$ cat src/rtl/core/rdq_pkg.sv
// Shared constants and types for the record deque with search.
`timescale 1ns / 1ps

package rdq_pkg;

	localparam int CAPACITY = 16;
	localparam int IDX_W = $clog2(CAPACITY);
	localparam int CNT_W = $clog2(CAPACITY + 1);
	localparam int SUM_W = IDX_W + 1;
	localparam int ID_W = 32;
	localparam int PAY_W = 64;
	localparam int REC_W = ID_W + PAY_W;

	localparam logic [SUM_W-1:0] CAP_SUM = SUM_W'(CAPACITY);
	localparam logic [CNT_W-1:0] CNT_FULL = CNT_W'(CAPACITY);
	localparam logic [IDX_W-1:0] OFF_PREV = IDX_W'(CAPACITY - 1);
	localparam logic [IDX_W-1:0] OFF_NEXT = IDX_W'(1);

	localparam logic [2:0] FN_PUSH_BACK = 3'd0;
	localparam logic [2:0] FN_PUSH_FRONT = 3'd1;
	localparam logic [2:0] FN_POP_BACK = 3'd2;
	localparam logic [2:0] FN_POP_FRONT = 3'd3;
	localparam logic [2:0] FN_READ_POS = 3'd4;
	localparam logic [2:0] FN_FIND_ID = 3'd5;

	typedef enum logic [1:0] {
		ST_IDLE,
		ST_READ,
		ST_SCAN
	} state_t;

endpackage

$ cat src/rtl/core/rdq_ram.sv
// Generic simple dual-port RAM with a registered read.
`timescale 1ns / 1ps

module rdq_ram #(
	parameter int WIDTH = 96,
	parameter int DEPTH = 16
) (
	input  logic                     clk,
	input  logic                     we,
	input  logic [$clog2(DEPTH)-1:0] waddr,
	input  logic [WIDTH-1:0]         wdata,
	input  logic [$clog2(DEPTH)-1:0] raddr,
	output logic [WIDTH-1:0]         rdata
);

	logic [WIDTH-1:0] mem [DEPTH];

	always_ff @(posedge clk) begin
		if (we) begin
			mem[waddr] <= wdata;
		end
		rdata <= mem[raddr];
	end

endmodule

$ cat src/rtl/core/record_deque_with_search.sv
// Top level of the record deque with push, pop, read by position and find by id.
`timescale 1ns / 1ps

//  Channel   Ports                                              Handshake
//  request   func, position, record_id, record_payload          start && !busy
//  result    ok, out_id, out_payload, entry_count, is_empty     done (one cycle)
//
// Pushes, pops and failed requests put their result out in the cycle after the
// transaction and leave busy low. A read by position goes through ST_READ, since
// the record store has a registered read port. A find scans the ring from the
// head through the one ring-index adder and id comparator, one record a cycle,
// and ends on a match or after the last stored record. Reset empties the queue;
// the record store itself is not cleared. The receiver cannot stall a result.

module record_deque_with_search (
	input  logic                       clk,
	input  logic                       arst_n,
	input  logic                       start,
	output logic                       busy,
	input  logic [2:0]                 func,
	input  logic signed [31:0]         position,
	input  logic signed [31:0]         record_id,
	input  logic [63:0]                record_payload,
	output logic                       done,
	output logic                       ok,
	output logic signed [31:0]         out_id,
	output logic [63:0]                out_payload,
	output logic [4:0]                 entry_count,
	output logic                       is_empty
);

	rdq_pkg::state_t state_q, state_d;

	logic [rdq_pkg::IDX_W-1:0] head_q, head_d;
	logic [rdq_pkg::CNT_W-1:0] count_q, count_d;
	logic [rdq_pkg::CNT_W-1:0] k_q, k_d;
	logic                      chk_q, chk_d;
	logic [rdq_pkg::ID_W-1:0]  key_q;

	logic done_q, ok_q;
	logic [rdq_pkg::ID_W-1:0]  id_q;
	logic [rdq_pkg::PAY_W-1:0] pay_q;

	logic accept;
	logic full, empty;
	logic in_range;
	logic [31:0] pos_u, pos_m1;

	// Shared ring-index unit: (head + offset) modulo the capacity.
	logic [rdq_pkg::IDX_W-1:0] off;
	logic [rdq_pkg::SUM_W-1:0] ring_sum, ring_wrap;
	logic [rdq_pkg::IDX_W-1:0] ring_idx;

	logic we;
	logic [rdq_pkg::REC_W-1:0] wr_word, rd_word;
	logic [rdq_pkg::ID_W-1:0]  rd_id;
	logic [rdq_pkg::PAY_W-1:0] rd_pay;
	logic match;

	logic res_set, res_ok, res_hit;
	logic [rdq_pkg::CNT_W+4:0] count_x;

	assign busy = (state_q != rdq_pkg::ST_IDLE);
	assign accept = start && !busy;
	assign full = (count_q == rdq_pkg::CNT_FULL);
	assign empty = (count_q == '0);

	assign pos_u = position;
	assign pos_m1 = pos_u - 32'd1;
	assign in_range = (pos_u != 32'd0) && (pos_u <= 32'(count_q));

	assign ring_sum = {1'b0, head_q} + {1'b0, off};
	assign ring_wrap = ring_sum - rdq_pkg::CAP_SUM;
	assign ring_idx = (ring_sum >= rdq_pkg::CAP_SUM) ? ring_wrap[rdq_pkg::IDX_W-1:0]
		: ring_sum[rdq_pkg::IDX_W-1:0];

	assign wr_word = {record_id, record_payload};
	assign rd_id = rd_word[rdq_pkg::PAY_W +: rdq_pkg::ID_W];
	assign rd_pay = rd_word[rdq_pkg::PAY_W-1:0];
	assign match = chk_q && (rd_id == key_q);

	rdq_ram #(
		.WIDTH(rdq_pkg::REC_W),
		.DEPTH(rdq_pkg::CAPACITY)
	) u_store (
		.clk(clk),
		.we(we),
		.waddr(ring_idx),
		.wdata(wr_word),
		.raddr(ring_idx),
		.rdata(rd_word)
	);

	// Next state.
	always_comb begin
		state_d = state_q;
		unique case (state_q)
			rdq_pkg::ST_IDLE: begin
				if (accept) begin
					if (func == rdq_pkg::FN_READ_POS && in_range) begin
						state_d = rdq_pkg::ST_READ;
					end else if (func == rdq_pkg::FN_FIND_ID && !empty) begin
						state_d = rdq_pkg::ST_SCAN;
					end
				end
			end
			rdq_pkg::ST_READ: begin
				state_d = rdq_pkg::ST_IDLE;
			end
			rdq_pkg::ST_SCAN: begin
				if (match || (k_q == count_q)) begin
					state_d = rdq_pkg::ST_IDLE;
				end
			end
			default: begin
				state_d = rdq_pkg::ST_IDLE;
			end
		endcase
	end

	// Datapath control.
	always_comb begin
		off = k_q[rdq_pkg::IDX_W-1:0];
		we = 1'b0;
		head_d = head_q;
		count_d = count_q;
		k_d = k_q;
		chk_d = 1'b0;
		res_set = 1'b0;
		res_ok = 1'b0;
		res_hit = 1'b0;
		unique case (state_q)
			rdq_pkg::ST_IDLE: begin
				if (accept) begin
					unique case (func)
						rdq_pkg::FN_PUSH_BACK: begin
							off = count_q[rdq_pkg::IDX_W-1:0];
							res_set = 1'b1;
							if (!full) begin
								we = 1'b1;
								count_d = count_q + 1'b1;
								res_ok = 1'b1;
							end
						end
						rdq_pkg::FN_PUSH_FRONT: begin
							off = rdq_pkg::OFF_PREV;
							res_set = 1'b1;
							if (!full) begin
								we = 1'b1;
								head_d = ring_idx;
								count_d = count_q + 1'b1;
								res_ok = 1'b1;
							end
						end
						rdq_pkg::FN_POP_BACK: begin
							res_set = 1'b1;
							if (!empty) begin
								count_d = count_q - 1'b1;
								res_ok = 1'b1;
							end
						end
						rdq_pkg::FN_POP_FRONT: begin
							off = rdq_pkg::OFF_NEXT;
							res_set = 1'b1;
							if (!empty) begin
								head_d = ring_idx;
								count_d = count_q - 1'b1;
								res_ok = 1'b1;
							end
						end
						rdq_pkg::FN_READ_POS: begin
							off = pos_m1[rdq_pkg::IDX_W-1:0];
							res_set = !in_range;
						end
						rdq_pkg::FN_FIND_ID: begin
							k_d = '0;
							res_set = empty;
						end
						default: begin
							res_set = 1'b1;
						end
					endcase
				end
			end
			rdq_pkg::ST_READ: begin
				res_set = 1'b1;
				res_ok = 1'b1;
				res_hit = 1'b1;
			end
			rdq_pkg::ST_SCAN: begin
				if (match) begin
					res_set = 1'b1;
					res_ok = 1'b1;
					res_hit = 1'b1;
				end else if (k_q == count_q) begin
					res_set = 1'b1;
				end else begin
					// The read issued here is compared in the next cycle.
					k_d = k_q + 1'b1;
					chk_d = 1'b1;
				end
			end
			default: begin
				res_set = 1'b0;
			end
		endcase
	end

	always_ff @(posedge clk or negedge arst_n) begin
		if (!arst_n) begin
			state_q <= rdq_pkg::ST_IDLE;
			head_q <= '0;
			count_q <= '0;
			k_q <= '0;
			chk_q <= 1'b0;
			done_q <= 1'b0;
			ok_q <= 1'b0;
		end else begin
			state_q <= state_d;
			head_q <= head_d;
			count_q <= count_d;
			k_q <= k_d;
			chk_q <= chk_d;
			done_q <= res_set;
			if (res_set) begin
				ok_q <= res_ok;
			end
		end
	end

	always_ff @(posedge clk) begin
		if (accept) begin
			key_q <= record_id;
		end
		if (res_set) begin
			id_q <= res_hit ? rd_id : '0;
			pay_q <= res_hit ? rd_pay : '0;
		end
	end

	assign count_x = {5'd0, count_q};

	assign done = done_q;
	assign ok = ok_q;
	assign out_id = id_q;
	assign out_payload = pay_q;
	assign entry_count = count_x[4:0];
	assign is_empty = empty;

endmodule

$ cat config.mk
export PLATFORM = sky130hd
export DESIGN_NAME = record_deque_with_search
export DESIGN_NICKNAME = d
export VERILOG_FILES = /design/src/rtl/core/rdq_pkg.sv /design/src/rtl/core/rdq_ram.sv /design/src/rtl/core/record_deque_with_search.sv
export SDC_FILE = /design/constraint.sdc
export NUM_CORES = 2
export LEC_CHECK = 0
export ABC_AREA = 1
export BUFFER_PORTS_ARGS = -buffer_cell sky130_fd_sc_hd__buf_4
export CORE_MARGIN = 3
export CORE_UTILIZATION = 52
export DETAILED_ROUTE_END_ITERATION = 7
export PLACE_DENSITY = 0.69
export SYNTH_ARGS = -nofsm -noshare
export SYNTH_HDL_FRONTEND = slang
export SYNTH_HIERARCHICAL = 1
export SYNTH_SLANG_ARGS = --single-unit
$ cat constraint.sdc
create_clock -name clk -period 18.6 [get_ports clk]
set_input_delay 1.86 -clock clk [delete_from_list [all_inputs] [get_ports clk]]
set_output_delay 1.86 -clock clk [all_outputs]
set_load 0.01 [all_outputs]
== After elaboration in Yosys (flattened, before gate mapping) ==
Memory sizes are Yosys's and may differ from the RTL's. A register that Yosys moved wholly into a read port is not among the register bits.
Cells that the tools add are included.

* Flip-flop bits (word level): 147
* Output and inout bits: 105
* Bits in writable memories: 1536
* Memories kept: 1

{| class="wikitable"
|+ Memories
! name !! words !! bits a word !! rd ports !! clocked after Yosys merged registers in !! write ports !! line !! source
|-
| u_store.mem || 16 || 96 || 1 || 1 || 1 || rdq_ram.sv:16 || <nowiki>logic [WIDTH-1:0] mem [DEPTH];</nowiki>
|}

* Reduce and logical (&&, ||, !) cells: 23
* $lt $le $gt $ge: 2
* Muxes and demuxes: 40
* $add $sub $neg: 6
* Eq/ne operators: 20

{| class="wikitable"
|+ Operators by type and width
! operator !! count
|-
| $eq A32 B32 Y1 || 1
|-
| $le A32 B5 Y1 || 1
|-
| $reduce_bool A32 Y1 || 1
|-
| $mux W5 || 6
|-
| $mux W4 || 5
|-
| $pmux W5 S2 || 2
|-
| $ne A2 B2 Y1 const B || 9
|-
| $pmux W4 S4 || 1
|-
| $mux W1 || 15
|-
| $reduce_and A5 Y1 || 3
|-
| $add A5 B1 Y5 const B || 2
|-
| $mux W2 || 4
|-
| $pmux W4 S2 || 1
|-
| $reduce_bool A2 Y1 || 4
|-
| $sub A4 B1 Y4 const B || 2
|-
| $eq A3 B2 Y1 const B || 2
|-
| $eq A3 B3 Y1 const B || 2
|-
| $pmux W1 S2 || 3
|-
| $pmux W1 S3 || 2
|-
| $add A4 B4 Y5 || 1
|-
| $eq A5 B5 Y1 || 1
|-
| $eq A5 B5 Y1 const B || 1
|-
| $ge A5 B5 Y1 const B || 1
|-
| $logic_and A1 B1 Y1 || 5
|-
| 13 further kinds || 16
|}

== Depth between registers and ports, before layout ==
* Depth in word-level cells: 10
* Mapped depth: 21
* Mapped depth without buffers: 18

== By module ==
The synthesis kept the hierarchy.

{| class="wikitable"
|+ Modules (own cells, without submodules)
! module !! area an instance (um2) !! cells each !! times used !! seq. area each (um2)
|-
| rdq_ram || 67643.6 || 6302 || 1 || 48046.1
|-
| record_deque_with_search || 7120.6 || 751 || 1 || 4319.1
|}

== Least setup slack after synthesis ==
Ideal clock, no wire load.

* Kind: in2reg
* From: input start
* To: memory u_store.mem[4][0] (enable)
* Slack: 9.565 ns
* Buffers on the path: 0
* Arrival: 8.483 ns
* Setup time: 0.552 ns
* Stages: 14
* Data required time: 18.048 ns
* Path through: nand2_1 -> inv_1 -> nand3_1 -> nand2_1 -> mux2_2 -> ha_1 -> nand3_1 -> nand2_1 -> xnor2_1 -> inv_1 -> xor2_1 -> inv_1 -> nand3b_1 -> nor2_1

* Longest elaborated chain between the ends: 6

{| class="wikitable"
|+ Ends and longest elaborated chain
! item !! line !! source
|-
| from (decl) || record_deque_with_search.sv:18 || <nowiki>input logic start,</nowiki>
|-
| $logic_and A1 B1 Y1 * || record_deque_with_search.sv:64 || <nowiki>assign accept = start && !busy;</nowiki>
|-
| named net accept || record_deque_with_search.sv:44 || <nowiki>logic accept;</nowiki>
|-
| $mux W4 * || record_deque_with_search.sv:134 || <nowiki>if (accept) begin</nowiki>
|-
| $mux W4 * || record_deque_with_search.sv:132 || <nowiki>unique case (state_q)</nowiki>
|-
| $add A4 B4 Y5 * || record_deque_with_search.sv:72 || <nowiki>assign ring_sum = {1'b0, head_q} + {1'b0, off};</nowiki>
|-
| $sub A4 B1 Y4 / $ge A5 B5 Y1 (equally long branches) || record_deque_with_search.sv:73, record_deque_with_search.sv:74 ||
|-
| $mux W4 * || record_deque_with_search.sv:74 || <nowiki>assign ring_idx = (ring_sum >= rdq_pkg::CAP_SUM) ? ring_wrap[rdq_pkg::IDX_W-1:0]</nowiki>
|-
| named net ring_idx, one bit || record_deque_with_search.sv:52 || <nowiki>logic [rdq_pkg::IDX_W-1:0] ring_idx;</nowiki>
|-
| to (decl) || rdq_ram.sv:16 ||
|}

Mark *: on every way through the listed nets, which the timed path passes. The rest lies on a longest branch.

== Worst setup path in the final report ==
* From: input start
* To: memory u_store.mem[10][15] (enable)

The elaborated chain is that of the path after synthesis.

==> reports/metrics.csv <==
stage,metric,value,unit
floorplanning,dieWidth,385,um
floorplanning,die_y,385,um
timing,fin_setup_tns,0,ns
floorplanning,start_util,0.526,
layout,area_growth,11.9,%
timing,setup_viol,0,
yosys,synth_top_area_frac,0.668,
clock_tree,cts-root-buf,clkbuf_16,
critical_path,crit_arrival,7.95,ns
clock_tree,clockBufferDepth,3,
clock_tree,cts_hold_buf,0,
yosys,yosysWarnings,6,
yosys,synth.most_common_cell,nand2_1,
yosys,syn_inst,7053,
yosys,synth.area.top_cells,"edfxtp_1 (67%), nand2_1 (11%), nand3_1 (7.9%), inv_1 (6.6%), dfxtp_1 (2.6%)",
floorplanning,core_area,142000,sq um
yosys,synth_edf_count,1664,
clock_tree,cts_inserted_buffers,178,
layout,drive_gt1_frac,0.0830,
yosys,yosysTopAreaCell,edfxtp_1,
clock_tree,clkTransAtPathRegs,0.06,ns
place,port_buffers,238,
critical_path,cp-end-kind,register,
layout,fin_util,0.589,
yosys,ys_types,37,
detailed_routing,ant_nets,0,
floorplanning,die_area,148000,sq um
pwr,cellPowerDensity,169,nW/um^2
timing,maxSlewViolCount,0,
detailed_routing,routedWlPerCell,19.9,um
floorplanning,ios,239,
floorplanning,fp-row-count,138,
yosys,synth_area,74800,sq um
pwr,power,14.2,mW
pwr,p_leak,36.0,nW
timing,layout_min_cycle_time,7.53,ns
flow_run,timing.max_cap.violations,0,
detailed_routing,routed-via-count,49100,
timing,hold_viol_final,0,
place,dp_hpwl,95800,um
clock_tree,cts_resized,0,
critical_path,critPathMaxFanout,55,
detailed_routing,drt_wl_total,185000,um
clock_tree,post_cts_buffers,0,
run_status,status,completed,
yosys,ys_ff_latch,1779,
clock_tree,h-tree-depth,4,
timing,rsz0062_at_grt,false,
grt,grt_start_max_net_pins,190,
critical_path,path_class,input port to register,
grt,grt_usage,0.248,
timing,clock_skew,0.0346,ns
yosys,synth_fp_nets,7207,
critical_path,crit_path_start_kind,input port,
yosys,syn_avg_cell_area,10.6,sq um
clock_tree,clk_latency,0.82,ns
detailed_routing,drc_errors,0,
layout,fillCellCount,11300,
yosys,synth_common_cells,"nand2_1 (2,168), edfxtp_1 (1,664), inv_1 (1,315)",
yosys,synth_flop_cell,edfxtp_1,
timing,fmax,133,MHz
timing,max_slew_margin,0.143,
clock_tree,cts_tree,built,
place,placedCellCount,8916,
grt,antenna_found_initial,11,
layout,finalNetCount,7360,
grt,grt_pass1_wl,280000,um
critical_path,cp.required,19.02,ns
yosys,async_reset_ff_frac,0.0107,
place,place_congestion,0.935,
grt,grt_pass1_vias,47500,
detailed_routing,initialDrtViolationCount,4943,
timing,tightestPinTransition,1.28,ns
worst_hold_path,hold_class,register to register,
clock_tree,cts.sinks,1779,
pwr,peakVddDrop,0.000216,V
layout,final-instance-count-excl-fill,9255,
detailed_routing,detail_route.first_pass.iterations,5,
grt,grt_overflow,0,
yosys,ys_seq_area_frac,0.700,
detailed_routing,viasPerCell,5.31,
timing,fin_crit_sh,0.405,
## final timing paths
check	start	to	slack (ns)	cells after the start
min in group asynchronous	arst_n	state_q[1]$_DFFE_PN0P_	0.92	1
max	start	u_store/mem[10][15]$_DFFE_PP_	11.07	18
max reg2reg	state_q[0]$_DFFE_PN0P_	u_store/mem[10][15]$_DFFE_PP_	11.45	19
min	head_q[2]$_DFFE_PN0P_	head_q[2]$_DFFE_PN0P_	0.51	2
min reg2reg	head_q[2]$_DFFE_PN0P_	head_q[2]$_DFFE_PN0P_	0.51	2
max in group asynchronous	arst_n	head_q[1]$_DFFE_PN0P_	17.42	1
## layout by cell type (no fill, tap or decap), drive strengths merged, types with 7 or more instances in the layout
cell,instances
nor2,175
dfrtp,19
clkinv,62
clkbuf,248
nand2,2169
inv,1330
nand3,1176
bufinv,15
buf,303
dfxtp,96
o21ai,14
ha,18
xor2,15
a21oi,7
or2,8
edfxtp,1664
nand4,15
## metrics by stage
step | worst slack (ns) | hold WS, ns | area, sq um
2_1_floorplan | 9.57 | 0.448 | 74800
5_1_grt | 10.68 | 0.524 | 83700
6_report | 11.07 | 0.509 | 83700
3_3_place_gp | 10.29 | 0.492 | 77700
4_1_cts | 11.05 | 0.508 | 83700
3_5_place_dp | 10.15 | 0.494 | 77700
## sequential cells by signal (all words and copies together), names as in the netlist
register / count
u_store/rdata: 96
ok: 1
u_store/mem: 1536
done: 1
key_q: 32
k_q: 5
out_payload: 64
head_q: 4
out_id: 32
state_q: 2
entry_count: 5
chk_q: 1
## layer usage
layer	routed length, um	global-route usage	share of wire	vias up
li1	-	-	-	23000
met1	75200	0.334	0.41	23600
met2	89300	0.415	0.48	2130
met3	15300	0.0391	0.083	347
met4	4820	0.0780	0.026	6
met5	38	0	0.00021	-
## cell families (layout without fill, tap and decap cells)
group | after synthesis | count (layout) | synth area share
AND/OR/NAND/NOR | 3558 | 3558 | 0.200
flip-flops | 1779 | 1779 | 0.700
buffers and inverters | 1649 | 1958 | 0.0917
AO/OA/AOI/OAI | 25 | 25 | 0.00182
adder cells (fa/ha/maj) | 20 | 20 | 0.00355
XOR/XNOR | 20 | 20 | 0.00234
multiplexers | 2 | 2 | 0.000284
other | 0 | 3 | 0
## power by group
part	switching [mW]	internal, mW
Combinational	4.09	1.62
Clock	1.51	2.09
Sequential	0.144	4.71
Total	5.74	8.43
## worst max-delay path: stages
cell and delay (ns):
buf_4 0.08, nand2_1 0.08, inv_2 0.59, nand3_1 0.21, nand2_1 0.22, mux2i_1 0.22
inv_1 0.07, ha_1 0.37, a21oi_1 0.16, nand2_1 0.08, xnor2_1 0.13, inv_1 0.08
xor2_1 0.22, inv_6 0.58, nand3b_1 0.48, nor2_4 0.92, buf_4 0.76, buf_4 0.73
## layout make-up
cell class / instances / area, sq um / area share
clock inverter: 88 / 963 / 0.0115
antenna: 3 / 7.51 / 0.0000897
multi-input combinational: 3625 / 15700 / 0.188
tap: 1890 / 2360 / 0.0283
timing repair buffer: 303 / 2310 / 0.0276
sequential: 1779 / 52400 / 0.626
inverter: 1319 / 4990 / 0.0596
clock buffer: 248 / 4980 / 0.0595
Note: power is estimated with default switching activity, not from simulation.
